==> src/hw/rtl/bse_pkg.sv <==
// Shared types, constants and helpers of the bitmap store engine.
package bse_pkg;

	localparam int BITS_DEFAULT = 1024;
	localparam int WORD_BITS    = 32;
	localparam logic [WORD_BITS-1:0] FULL_WORD = 32'hFFFF_FFFF;

	localparam int CFG_W  = 11;
	localparam int CMD_W  = 3;
	localparam int POS_W  = 10;
	localparam int WIDX_W = 5;
	localparam int IN_W   = 64;
	localparam int OUT_W  = 16;

	localparam logic [CFG_W-1:0] SIZE_RESET = 11'd1024;

	typedef enum logic [3:0] {
		OP_WRITE_BIT   = 4'd0,
		OP_WRITE_RANGE = 4'd1,
		OP_WRITE_ALL   = 4'd2,
		OP_FLIP_BIT    = 4'd3,
		OP_FLIP_ALL    = 4'd4,
		OP_TEST        = 4'd5,
		OP_FIND_NEXT   = 4'd6,
		OP_WRITE_WORD  = 4'd7,
		OP_REFRESH     = 4'd8,
		OP_CLEAR       = 4'd9
	} op_t;

	typedef enum logic [1:0] {
		ST_IDLE,
		ST_PREP,
		ST_MODIFY,
		ST_RESULT
	} state_t;

	// Index of the lowest set bit; zero when none is set.
	function automatic logic [4:0] lowest_set(input logic [WORD_BITS-1:0] w);
		logic [4:0] idx;
		idx = '0;
		for (int i = WORD_BITS - 1; i >= 0; i--) begin
			if (w[i]) begin
				idx = 5'(i);
			end
		end
		return idx;
	endfunction

endpackage

==> src/hw/rtl/bitmap_store_engine.sv <==
// Bitmap store engine: word memory with read-modify-write walker and find-next search.
//
// Commands enter on the s_axis channel (command in tuser, arguments in tdata) and one
// result transaction per command leaves on the m_axis channel. The bits in use are set
// through cfg_we/cfg_wdata; a value of zero counts as one, a value above BITS as BITS.
// The bitmap lives in a single-port-write, one-read memory of BITS/32 words with a
// registered read port. A command reads its first word in the cycle it is
// accepted, then modifies and writes back one word per cycle, reading the next word
// at the same time.
// Single-word commands (write bit, flip bit, test, write word) pass through the modify
// and result states; the engine takes the next command only once it is idle again.
// Range writes walk the words the range covers, write all and flip all every word,
// and find next the words up to the first match or the last word in use.
// Reset starts a clearing pass over every word with s_axis_tready low. A config
// write starts a refresh pass over every word that masks off bits beyond the new count.
// A waiting result is held in the output register while m_axis_tready is low; the
// next command is still accepted and runs until its own result is ready.
module bitmap_store_engine
	import bse_pkg::*;
#(
	parameter int BITS = BITS_DEFAULT
) (
	input  logic             clk,
	input  logic             arst_n,
	input  logic             cfg_we,
	input  logic [CFG_W-1:0] cfg_wdata,
	input  logic             s_axis_tvalid,
	output logic             s_axis_tready,
	// position[9:0], end_position[19:10], value[20], word_index[25:21],
	// word_data[57:26], zero fill [63:58]
	input  logic [IN_W-1:0]  s_axis_tdata,
	// command[2:0]
	input  logic [CMD_W-1:0] s_axis_tuser,
	output logic             m_axis_tvalid,
	input  logic             m_axis_tready,
	// bit_value[0], found[1], found_position[11:2], any_set[12], all_set[13],
	// out_of_range[14], zero fill [15]
	output logic [OUT_W-1:0] m_axis_tdata
);

	localparam int NWORDS = (BITS + WORD_BITS - 1) / WORD_BITS;
	localparam int AW     = (NWORDS > 1) ? $clog2(NWORDS) : 1;
	localparam int SW     = $clog2(BITS + 1);
	localparam int CW0    = (SW > CFG_W) ? SW : CFG_W;
	localparam int CW     = (CW0 > AW + 5) ? CW0 : AW + 5;
	localparam logic [CW-1:0] BITS_C   = CW'(BITS);
	localparam logic [CW-1:0] SIZE_RST = (CW'(SIZE_RESET) > BITS_C) ? BITS_C : CW'(SIZE_RESET);
	localparam logic [AW-1:0] LAST_WORD = AW'(NWORDS - 1);

	// control
	state_t state_q, state_d;
	op_t op_q;
	logic [AW-1:0] addr_q, first_q, last_q;
	logic [CW-1:0] size_q;
	logic [NWORDS-1:0] nonzero_q, full_q;
	logic m_axis_tvalid_q;

	// command payload
	logic [POS_W-1:0] pos_q, endc_q;
	logic empty_q, val_q;
	logic [WIDX_W-1:0] widx_q;
	logic [WORD_BITS-1:0] wdata_q;

	// result payload
	logic res_bitv_q, res_found_q, res_oor_q;
	logic [POS_W-1:0] res_fpos_q;
	logic [OUT_W-1:0] m_axis_tdata_q;

	// memory
	logic [WORD_BITS-1:0] bit_words_q [NWORDS];
	logic [WORD_BITS-1:0] rd_word_s1;
	logic [AW-1:0] raddr;
	logic mem_we;

	// input decode
	logic [CMD_W-1:0] in_cmd;
	op_t in_op;
	logic [POS_W-1:0] in_pos, in_end, endc_in;
	logic in_val, empty_in;
	logic [WIDX_W-1:0] in_widx;
	logic [WORD_BITS-1:0] in_wdata;
	logic [CW-1:0] size_m1, cfg_size;
	logic [AW-1:0] start_in, last_in;
	logic accept, out_free, out_load;

	// modify datapath
	logic [CW-1:0] base, rem;
	logic [WORD_BITS-1:0] umask, bmask, rmask, lomask, cand, new_word;
	logic [4:0] lo, hi, hit_idx;
	logic pos_in, widx_ok, do_write, hit, walk_done, sweep_op;
	logic [POS_W-1:0] fpos;

	assign in_cmd   = s_axis_tuser;
	assign in_op    = op_t'({1'b0, in_cmd});
	assign in_pos   = s_axis_tdata[9:0];
	assign in_end   = s_axis_tdata[19:10];
	assign in_val   = s_axis_tdata[20];
	assign in_widx  = s_axis_tdata[25:21];
	assign in_wdata = s_axis_tdata[57:26];

	assign accept   = s_axis_tvalid && s_axis_tready;
	assign out_free = !m_axis_tvalid_q || m_axis_tready;
	assign size_m1  = size_q - CW'(1);

	always_comb begin
		if (cfg_wdata == '0) begin
			cfg_size = CW'(1);
		end else if (CW'(cfg_wdata) > BITS_C) begin
			cfg_size = BITS_C;
		end else begin
			cfg_size = CW'(cfg_wdata);
		end
	end

	// clip the range end to the last bit in use
	always_comb begin
		if (CW'(in_end) > size_m1) begin
			endc_in = size_m1[POS_W-1:0];
		end else begin
			endc_in = in_end;
		end
		empty_in = in_pos > endc_in;
	end

	always_comb begin
		case (in_op)
			OP_WRITE_WORD: start_in = AW'(in_widx);
			OP_WRITE_ALL, OP_FLIP_ALL: start_in = '0;
			default: start_in = AW'(in_pos[9:5]);
		endcase
		// an empty range stays on its first word
		case (in_op)
			OP_WRITE_RANGE: last_in = empty_in ? start_in : AW'(endc_in[9:5]);
			OP_WRITE_ALL, OP_FLIP_ALL, OP_FIND_NEXT: last_in = LAST_WORD;
			default: last_in = start_in;
		endcase
	end

	// bits of the current word that are in use
	always_comb begin
		base = CW'({addr_q, 5'b00000});
		rem  = size_q - base;
		if (base >= size_q) begin
			umask = '0;
		end else if (rem >= CW'(WORD_BITS)) begin
			umask = FULL_WORD;
		end else begin
			umask = (32'h1 << rem[4:0]) - 32'h1;
		end
	end

	always_comb begin
		pos_in  = CW'(pos_q) < size_q;
		widx_ok = CW'(widx_q) < CW'(NWORDS);
		bmask   = 32'h1 << pos_q[4:0];
		lo      = (addr_q == first_q) ? pos_q[4:0] : 5'd0;
		hi      = (addr_q == last_q) ? endc_q[4:0] : 5'd31;
		rmask   = (FULL_WORD << lo) & (FULL_WORD >> (5'd31 - hi));
		lomask  = (addr_q == first_q) ? (FULL_WORD << pos_q[4:0]) : FULL_WORD;
		cand    = (val_q ? rd_word_s1 : ~rd_word_s1) & umask & lomask;
		hit     = |cand;
		hit_idx = lowest_set(cand);
		fpos    = POS_W'({addr_q, hit_idx});
	end

	always_comb begin
		do_write = 1'b0;
		new_word = rd_word_s1;
		case (op_q)
			OP_WRITE_BIT: begin
				do_write = pos_in;
				new_word = val_q ? (rd_word_s1 | bmask) : (rd_word_s1 & ~bmask);
			end
			OP_WRITE_RANGE: begin
				do_write = !empty_q;
				new_word = val_q ? (rd_word_s1 | rmask) : (rd_word_s1 & ~rmask);
			end
			OP_WRITE_ALL: begin
				do_write = 1'b1;
				new_word = val_q ? umask : '0;
			end
			OP_FLIP_BIT: begin
				do_write = pos_in;
				new_word = rd_word_s1 ^ bmask;
			end
			OP_FLIP_ALL: begin
				do_write = 1'b1;
				new_word = ~rd_word_s1 & umask;
			end
			OP_WRITE_WORD: begin
				do_write = widx_ok && (umask != '0);
				new_word = wdata_q & umask;
			end
			OP_REFRESH: begin
				do_write = 1'b1;
				new_word = rd_word_s1 & umask;
			end
			OP_CLEAR: begin
				do_write = 1'b1;
				new_word = '0;
			end
			default: begin
				do_write = 1'b0;
				new_word = rd_word_s1;
			end
		endcase
	end

	always_comb begin
		sweep_op = (op_q == OP_REFRESH) || (op_q == OP_CLEAR);
		case (op_q)
			OP_WRITE_RANGE: walk_done = empty_q || (addr_q == last_q);
			OP_WRITE_ALL, OP_FLIP_ALL, OP_REFRESH, OP_CLEAR: walk_done = addr_q == last_q;
			OP_FIND_NEXT: walk_done = hit || (umask != FULL_WORD) || (addr_q == last_q);
			default: walk_done = 1'b1;
		endcase
	end

	// next state
	always_comb begin
		state_d = state_q;
		case (state_q)
			ST_IDLE: begin
				if (accept) begin
					state_d = ST_MODIFY;
				end
			end
			ST_PREP: state_d = ST_MODIFY;
			ST_MODIFY: begin
				if (walk_done) begin
					state_d = sweep_op ? ST_IDLE : ST_RESULT;
				end
			end
			ST_RESULT: begin
				if (out_free) begin
					state_d = ST_IDLE;
				end
			end
			default: state_d = ST_IDLE;
		endcase
		if (cfg_we) begin
			state_d = ST_PREP;
		end
	end

	// state outputs
	always_comb begin
		s_axis_tready = 1'b0;
		mem_we        = 1'b0;
		out_load      = 1'b0;
		raddr         = addr_q;
		case (state_q)
			ST_IDLE: begin
				s_axis_tready = !cfg_we;
				raddr         = start_in;
			end
			ST_PREP: raddr = addr_q;
			ST_MODIFY: begin
				mem_we = do_write;
				raddr  = addr_q + AW'(1);
			end
			ST_RESULT: out_load = out_free;
			default: raddr = addr_q;
		endcase
	end

	always_ff @(posedge clk) begin
		if (mem_we) begin
			bit_words_q[addr_q] <= new_word;
		end
		rd_word_s1 <= bit_words_q[raddr];
	end

	always_ff @(posedge clk or negedge arst_n) begin
		if (!arst_n) begin
			state_q         <= ST_PREP;
			op_q            <= OP_CLEAR;
			addr_q          <= '0;
			first_q         <= '0;
			last_q          <= LAST_WORD;
			size_q          <= SIZE_RST;
			nonzero_q       <= '0;
			full_q          <= '0;
			m_axis_tvalid_q <= 1'b0;
		end else begin
			state_q <= state_d;
			if (cfg_we) begin
				size_q  <= cfg_size;
				op_q    <= OP_REFRESH;
				addr_q  <= '0;
				first_q <= '0;
				last_q  <= LAST_WORD;
			end else if (accept) begin
				op_q    <= in_op;
				addr_q  <= start_in;
				first_q <= start_in;
				last_q  <= last_in;
			end else if (state_q == ST_MODIFY && !walk_done) begin
				addr_q <= addr_q + AW'(1);
			end
			if (mem_we) begin
				nonzero_q[addr_q] <= new_word != '0;
				full_q[addr_q]    <= new_word == umask;
			end
			if (out_load) begin
				m_axis_tvalid_q <= 1'b1;
			end else if (m_axis_tready) begin
				m_axis_tvalid_q <= 1'b0;
			end
		end
	end

	always_ff @(posedge clk) begin
		if (accept) begin
			pos_q   <= in_pos;
			endc_q  <= endc_in;
			empty_q <= empty_in;
			val_q   <= in_val;
			widx_q  <= in_widx;
			wdata_q <= in_wdata;
		end
		// hold the last word's outcome; only the finishing cycle matters
		if (state_q == ST_MODIFY) begin
			res_bitv_q  <= (op_q == OP_TEST) && pos_in && rd_word_s1[pos_q[4:0]];
			res_found_q <= (op_q == OP_FIND_NEXT) && hit;
			res_fpos_q  <= ((op_q == OP_FIND_NEXT) && hit) ? fpos : '0;
			res_oor_q   <= (op_q == OP_FLIP_BIT) && !pos_in;
		end
		if (out_load) begin
			m_axis_tdata_q <= {1'b0, res_oor_q, &full_q, |nonzero_q,
				res_fpos_q, res_found_q, res_bitv_q};
		end
	end

	assign m_axis_tvalid = m_axis_tvalid_q;
	assign m_axis_tdata  = m_axis_tdata_q;

	a_accept_starts_walk: assert property (@(posedge clk) disable iff (!arst_n)
		(accept && !cfg_we) |=> (state_q == ST_MODIFY))
		else $error("accepted transaction did not start a word walk");

	a_result_from_result_state: assert property (@(posedge clk) disable iff (!arst_n)
		$rose(m_axis_tvalid) |-> $past(state_q == ST_RESULT))
		else $error("result presented outside the result state");

	a_walk_in_bounds: assert property (@(posedge clk) disable iff (!arst_n)
		(state_q == ST_MODIFY) |-> (addr_q <= last_q))
		else $error("word walk ran past its last word");

	a_cfg_restarts_pass: assert property (@(posedge clk) disable iff (!arst_n)
		cfg_we |=> (state_q == ST_PREP) && (addr_q == '0) && (op_q == OP_REFRESH))
		else $error("config write did not start a refresh pass");

	a_no_accept_in_pass: assert property (@(posedge clk) disable iff (!arst_n)
		(state_q == ST_MODIFY && sweep_op) |-> !s_axis_tready)
		else $error("input taken during a clearing or refresh pass");

endmodule

==> config.mk <==
export PLATFORM = sky130hd
export DESIGN_NAME = bitmap_store_engine
export DESIGN_NICKNAME = d
export VERILOG_FILES = /design/src/hw/rtl/bse_pkg.sv /design/src/hw/rtl/bitmap_store_engine.sv
export SDC_FILE = /design/constraint.sdc
export NUM_CORES = 2
export LEC_CHECK = 0
export BUFFER_PORTS_ARGS = -buffer_cell sky130_fd_sc_hd__clkbuf_2
export CAP_MARGIN = 10
export CORE_MARGIN = 1.5
export CORE_UTILIZATION = 55
export DETAILED_ROUTE_END_ITERATION = 10
export PLACE_DENSITY = 0.71
export SYNTH_ARGS = -nofsm -noshare
export SYNTH_HDL_FRONTEND = slang
export SYNTH_SLANG_ARGS = --single-unit
==> constraint.sdc <==
create_clock -name clk -period 6.46 [get_ports clk]
set_input_delay 1.292 -clock clk [delete_from_list [all_inputs] [get_ports clk]]
set_output_delay 1.292 -clock clk [all_outputs]
set_load 0.01 [all_outputs]
Yosys cells after proc, flatten, opt, wreduce, memory -nomap -nowiden
Memories as Yosys holds them, arrays and structs flattened. A register that Yosys moved wholly into a read port is not among the register bits.
Cells that the tools add are included.
{"block": "word_totals", "regBits": 174, "latch_bits": 0, "mem_bits_rw": 1024, "rom_bits": 0, "input_bits": 83, "output_inout_bits": 18, "word_cells": 199, "n_memories": 1}
{"name": "bit_words_q", "words": 32, "word_bits": 32, "read_ports": 1, "rd_clocked_by_memory_dff": 1, "wr": 1, "line": "bitmap_store_engine.sv:70", "rtl": "logic [WORD_BITS-1:0] bit_words_q [NWORDS];"}
{"block": "classes", "addsub": 5, "multipliers": 0, "div": 0, "n_lt_le_gt_ge": 9, "eq_ne": 24, "n_shift": 5, "muxes": 78, "bitwise_logic": 15, "n_reduce_logical": 38}
{"op": "AND 32 bit", "count": 8}
{"op": "case mux 32 bit (8 select lines)", "count": 1}
{"op": "2-to-1 mux 32 bit", "count": 7}
{"op": "2-to-1 mux 5 bit", "count": 26}
{"op": "inverter 32 bit", "count": 3}
{"op": "bitwise mux 32 bit", "count": 2}
{"op": "OR 32 bit", "count": 2}
{"op": "nonzero test 32 bit", "count": 2}
{"op": "OR reduction 32 bit", "count": 2}
{"op": "left shift 1 x 5 -> 32 bit (first input constant)", "count": 2}
{"op": "left shift 32 x 5 -> 32 bit (first input constant)", "count": 2}
{"op": "2-to-1 mux 4 bit", "count": 10}
{"op": "== test 32 bit", "count": 1}
{"op": "!= test 32 bit (second input constant)", "count": 1}
{"op": "AND reduction 32 bit", "count": 1}
{"op": "right shift 32 x 5 -> 32 bit (first input constant)", "count": 1}
{"op": "subtractor 32 x 1 -> 32 bit (second input constant)", "count": 1}
{"op": "bitwise XOR 32 bit", "count": 1}
{"op": "case mux 5 bit (2 select lines)", "count": 3}
{"op": "2-to-1 mux 11 bit", "count": 2}
{"op": "OR reduction 17 bit", "count": 1}
{"op": "== test 4 x 3 -> 1 bit (second input constant)", "count": 4}
{"op": "2-to-1 mux 2 bit", "count": 7}
{"op": "< comparator 5 x 6 -> 1 bit (second input constant)", "count": 2}
{"op": "44 further kinds", "count": 82}

Depth between registers and ports, before layout
{"block": "depth", "ltp_word": 38, "depth_mapped": 26, "mapped_depth_nobuf": 25}

Worst setup path before layout
No wires, ideal clock.
{"block": "synth_path", "path_type": "reg2reg", "startpoint": "register size_q[5]", "endpoint": "register nonzero_q[11]", "setup_time_ns": 0.075, "t_arrival_ns": 5.622, "slack_ns": 0.763, "path_stages_with_launch": 17, "path_buffers": 3, "synth_period_minus_slack_ns": 5.697, "cell_sequence": "dfrtp_1 -> inv_1 -> ha_1 -> inv_1 -> fa_1 -> a211oi_1 -> nor2_1 -> o221a_2 -> clkbuf_1 -> buf_2 -> buf_1 -> nand3_1 -> a31oi_1 -> o31ai_1 -> nand2_1 -> nor3_1 -> mux2_4"}
{"block": "synth_via", "elab_chain_cells": 8}
{"item": "start: declaration", "line": "bitmap_store_engine.sv:54", "rtl": "logic [CW-1:0] size_q;"}
{"item": "start signal: assignment", "line": "bitmap_store_engine.sv:288", "rtl": "size_q <= cfg_size;"}
{"item": "subtractor 11 x 10 -> 11 bit", "line": "bitmap_store_engine.sv:142", "rtl": "rem = size_q - base;"}
{"item": ">= comparator 11 x 6 -> 1 bit", "line": "bitmap_store_engine.sv:145", "rtl": "end else if (rem >= CW'(WORD_BITS)) begin"}
{"item": "2-to-1 mux 32 bit", "line": "bitmap_store_engine.sv:145"}
{"item": "2-to-1 mux 32 bit", "line": "bitmap_store_engine.sv:143", "rtl": "if (base >= size_q) begin"}
{"item": "AND 32 bit (tied with other cells)", "line": "bitmap_store_engine.sv:196", "rtl": "new_word = rd_word_s1 & umask;"}
{"item": "case mux 32 bit (8 select lines)", "line": "bitmap_store_engine.sv:169", "rtl": "case (op_q)"}
{"item": "nonzero test 32 bit", "line": "bitmap_store_engine.sv:302", "rtl": "nonzero_q[addr_q] <= new_word != '0;"}
{"item": "bitwise mux 32 bit", "line": "bitmap_store_engine.sv:302"}
{"item": "end signal: assignment", "line": "bitmap_store_engine.sv:282", "rtl": "nonzero_q <= '0;"}
{"item": "end signal: indexed assignment", "line": "bitmap_store_engine.sv:302"}
{"item": "end: declaration", "line": "bitmap_store_engine.sv:55", "rtl": "logic [NWORDS-1:0] nonzero_q, full_q;"}
Parallel ways exist; a longest one is shown, timed or not.
A chain may end at the register's enable or synchronous reset.

Final worst setup path
{"block": "layout_path", "startpoint": "register addr_q[0]", "endpoint": "register nonzero_q[31]"}
{"block": "layout_via", "elab_chain_cells": 11}
{"item": "start: declaration", "line": "bitmap_store_engine.sv:53", "rtl": "logic [AW-1:0] addr_q, first_q, last_q;"}
{"item": "start signal: assignment", "line": "bitmap_store_engine.sv:295", "rtl": "addr_q <= start_in;"}
{"item": "start signal: assignment", "line": "bitmap_store_engine.sv:299", "rtl": "addr_q <= addr_q + AW'(1);"}
{"item": "== test 5 bit", "line": "bitmap_store_engine.sv:157", "rtl": "hi = (addr_q == last_q) ? endc_q[4:0] : 5'd31;"}
{"item": "2-to-1 mux 5 bit", "line": "bitmap_store_engine.sv:157"}
{"item": "subtractor 5 bit", "line": "bitmap_store_engine.sv:158", "rtl": "rmask = (FULL_WORD << lo) & (FULL_WORD >> (5'd31 - hi));"}
{"item": "right shift 32 x 5 -> 32 bit", "line": "bitmap_store_engine.sv:158"}
{"item": "AND 32 bit", "line": "bitmap_store_engine.sv:158"}
{"item": "inverter 32 bit", "line": "bitmap_store_engine.sv:176", "rtl": "new_word = val_q ? (rd_word_s1 | rmask) : (rd_word_s1 & ~rmask);"}
{"item": "AND 32 bit", "line": "bitmap_store_engine.sv:176"}
{"item": "2-to-1 mux 32 bit", "line": "bitmap_store_engine.sv:176"}
{"item": "case mux 32 bit (8 select lines) (*)", "line": "bitmap_store_engine.sv:169"}
{"item": "named net new_word[30]", "line": "bitmap_store_engine.sv:88", "rtl": "logic [WORD_BITS-1:0] umask, bmask, rmask, lomask, cand, new_word;"}
{"item": "nonzero test 32 bit (*)", "line": "bitmap_store_engine.sv:302"}
{"item": "bitwise mux 32 bit (*)", "line": "bitmap_store_engine.sv:302"}
Mark *: on every way through the listed nets, which the timed path passes. The rest lies on a longest branch.

==> results.md <==
* Unrepaired setup endpoints after global routing: no
* Clk_lat worst skew at 750 ps
* # DRC at 0
* Layout cells sized above 1 at 0.229
* Final Cell Area at 63,600 um^2
* Count of state elements after synthesis at 1,230
* Total Neg Setup Slack at 0 ps
* Largest net degree at the start of global routing at 81
* Die area at 104,000 um^2
* Most frequent cells in the layout: edfxtp_1 (1,101), mux4_2 (266), mux2i_1 (208)
* Worst vdd ir at 262 uV
* Vias in the first global route at 34,500
* CP startpoint kind: flop
* Chip Height at 323 um
* Hold Crit Class: reg2reg
* DR pass1 iterations at 8
* Final non-filler cell total at 5,269
* Die X at 323 um
* Post-DP HPWL at 109 mm
* Antenna Nets Post-Route at 0
* Synth Instances at 3,662
* Boundary Pins at 101
* Reg clk slew, reported paths at 60 ps
* Post-CTS Resized at 0
* Routed vias/inst at 6.81
* Dpl cells at 5,043
* Leakage dissipation at 21.3 nW
* Starting Density at 0.554
* Post-synth ARST share at 0.0789
* Min Tclk post-route at 5440 ps
* Clk root buf: clkbuf_16
* DP Worst Slack at 789 ps
* CTS buffer count at 120
* Hold buffer count at CTS at 0
* Commonest non-fill, non-tap cell in the layout: edfxtp_1
* Nets at 3,926
* Initial drt markers at 4,963
* Routed wire length at 171 mm
* PnR worst setup slack at 1020 ps
* Critical path data arrival time at 6070 ps
* Grt ovf at 0
* Yosys warning total at 0
* Status: finished, final reports clean
* CP endpoint kind: flop
* Initial antenna violation count at 5
* Critical path type: reg2reg
* Number of H-tree levels at 3
* Fmax at 0.184 GHz
* Final setup viols at 0
* Fin. Hold Viols at 0
* ANT cells at 0
* Power Total at 22.5 mW
* Primary FF master, synth: edfxtp_1
* DR vias at 35,900
* Crit path required time at 7080 ps
* Post-Synthesis Cell Area at 56,200 um^2
* Placed Area at 59,600 um^2
* Worst-case clock buffer depth at 3
* Gr usage total at 0.331
* Row cnt at 117
* Number of synthesized flops with an enable pin at 1,101
* Synthesized area per cell at 15.3 um^2
* Area Growth Syn to Fin at 13.2%
* IO Port Bufs at 93
* Worst slew pin tran at 1300 ps
* Utilization after layout at 0.627
* Power per standard cell area at 354 nW/um^2
* Clock sink count at 1,230
* Routability cong. at 1.03
* Max-slew violations at 0
* CTS tree: yes
* DR WL/cell at 32.5 um
* Synth unique cells at 102
* Share of the yosys chip area belonging to registers at 0.644
* Largest fanout on the critical path at 32
* First-pass GRT wire length at 245 mm
* Skew final at 47.1 ps
* Post-CTS setup buffer count at 0
* Slew headroom at 0.122
* Worst hold margin at 420 ps
* Max-cap check violation count at 0
* Core Region at 101,000 um^2
* Final Cycle Share at 0.842
* Post-Syn Nets at 3,790
-- critical path, stage by stage, from the launching register on --
cell and delay, ps:
dfrtp_1 610, ha_1 250, inv_1 60, fa_1 420, a21o_1 180, a2111oi_1 600
o221a_2 720, o31a_1 290, nand2_1 260, a311oi_1 570, nor2_2 100, nor4b_1 480
nand4_4 170, buf_4 280, mux2_2 330
-- Yosys cell counts, types with 23 or more instances --
cell type  number  area share
o21a_1         32      0.0043
dfrtp_1        88       0.039
nand3_1        51      0.0045
nor2_1        193       0.013
and2_1         29      0.0032
buf_2          24      0.0021
inv_1          55      0.0037
nand2_1       128      0.0086
and3_1         27      0.0030
o21ai_0       148       0.013
mux2_2         42      0.0084
xnor2_1        38      0.0059
buf_1          62      0.0041
nand4_1        63      0.0070
xor2_1         25      0.0039
mux4_2        266        0.11
mux2_4         30      0.0080
a21oi_1        96      0.0086
dfxtp_1        32       0.011
o211ai_1       28      0.0037
o22ai_1        36      0.0040
ha_1           44      0.0098
mux2i_1       208       0.037
a22oi_1        36      0.0048
or3_1          25      0.0028
o21ai_1        46      0.0041
o31ai_1        23      0.0031
edfxtp_1     1101        0.59
nor3_1         93      0.0083
clkbuf_1      182       0.012
a31oi_1        38      0.0042
-- flip-flops by register name, indices dropped and copies added (netlist names), 5 cells and up --
name          flops
size_q           11
rd_word_s1       32
addr_q            5
last_q            5
first_q           5
pos_q            10
full_q           32
bit_words_q    1024
wdata_q          32
endc_q            5
nonzero_q        32
m_axis_tdata     15
res_fpos_q       10
-- area by class of cell --
type,count,area (um^2)
flip-flops and latches,1230,36100
clock buffers,165,3340
fillers,7317,37900
well taps,1368,1710
multi-input cells,2101,19100
clock inverters,60,614
inverters,56,210
repair buffers,289,2450
-- cells by family after synthesis --
group / after synthesis / synth area share
compound gates: 688 / 0.0825
xor+xnor: 63 / 0.00982
fa+ha+maj: 46 / 0.0103
buf+inv: 331 / 0.0233
flops: 1230 / 0.644
mux: 546 / 0.160
other cells: 1 / 0.0000668
simple gates: 757 / 0.0702
-- layer usage --
layer  vias up  wire length, um  global-route usage
li1      15000                -                   -
met5         -                0                   0
met3       398            17100              0.0561
met1     18400            68200               0.478
met4         0             7550               0.131
met2      2096            78400               0.507
-- worst paths after layout --
path	start	endpoint	slack [ps]	cells after the start
worst max-delay path	addr_q[0]$_DFFE_PN0P_	nonzero_q[31]$_DFFE_PN0P_	1020	14
worst min-delay path	res_bitv_q$_DFFE_PN_	m_axis_tdata[0]$_DFFE_PP_	420	0
worst max register to register	addr_q[0]$_DFFE_PN0P_	nonzero_q[31]$_DFFE_PN0P_	1020	14
worst min register to register	res_bitv_q$_DFFE_PN_	m_axis_tdata[0]$_DFFE_PP_	420	0
max in group asynchronous	arst_n	state_q[1]$_DFFE_PN0P_	4690	2
min in group asynchronous	arst_n	size_q[2]$_DFFE_PN0P_	450	1
-- power breakdown --
group | switching [mW] | internal, mW | total [mW]
clock | 3.01 | 3.98 | 6.99
sequential | 0.480 | 9.75 | 10.2
combinational | 3.37 | 1.89 | 5.27
Note: power is estimated with default switching activity, not from simulation.
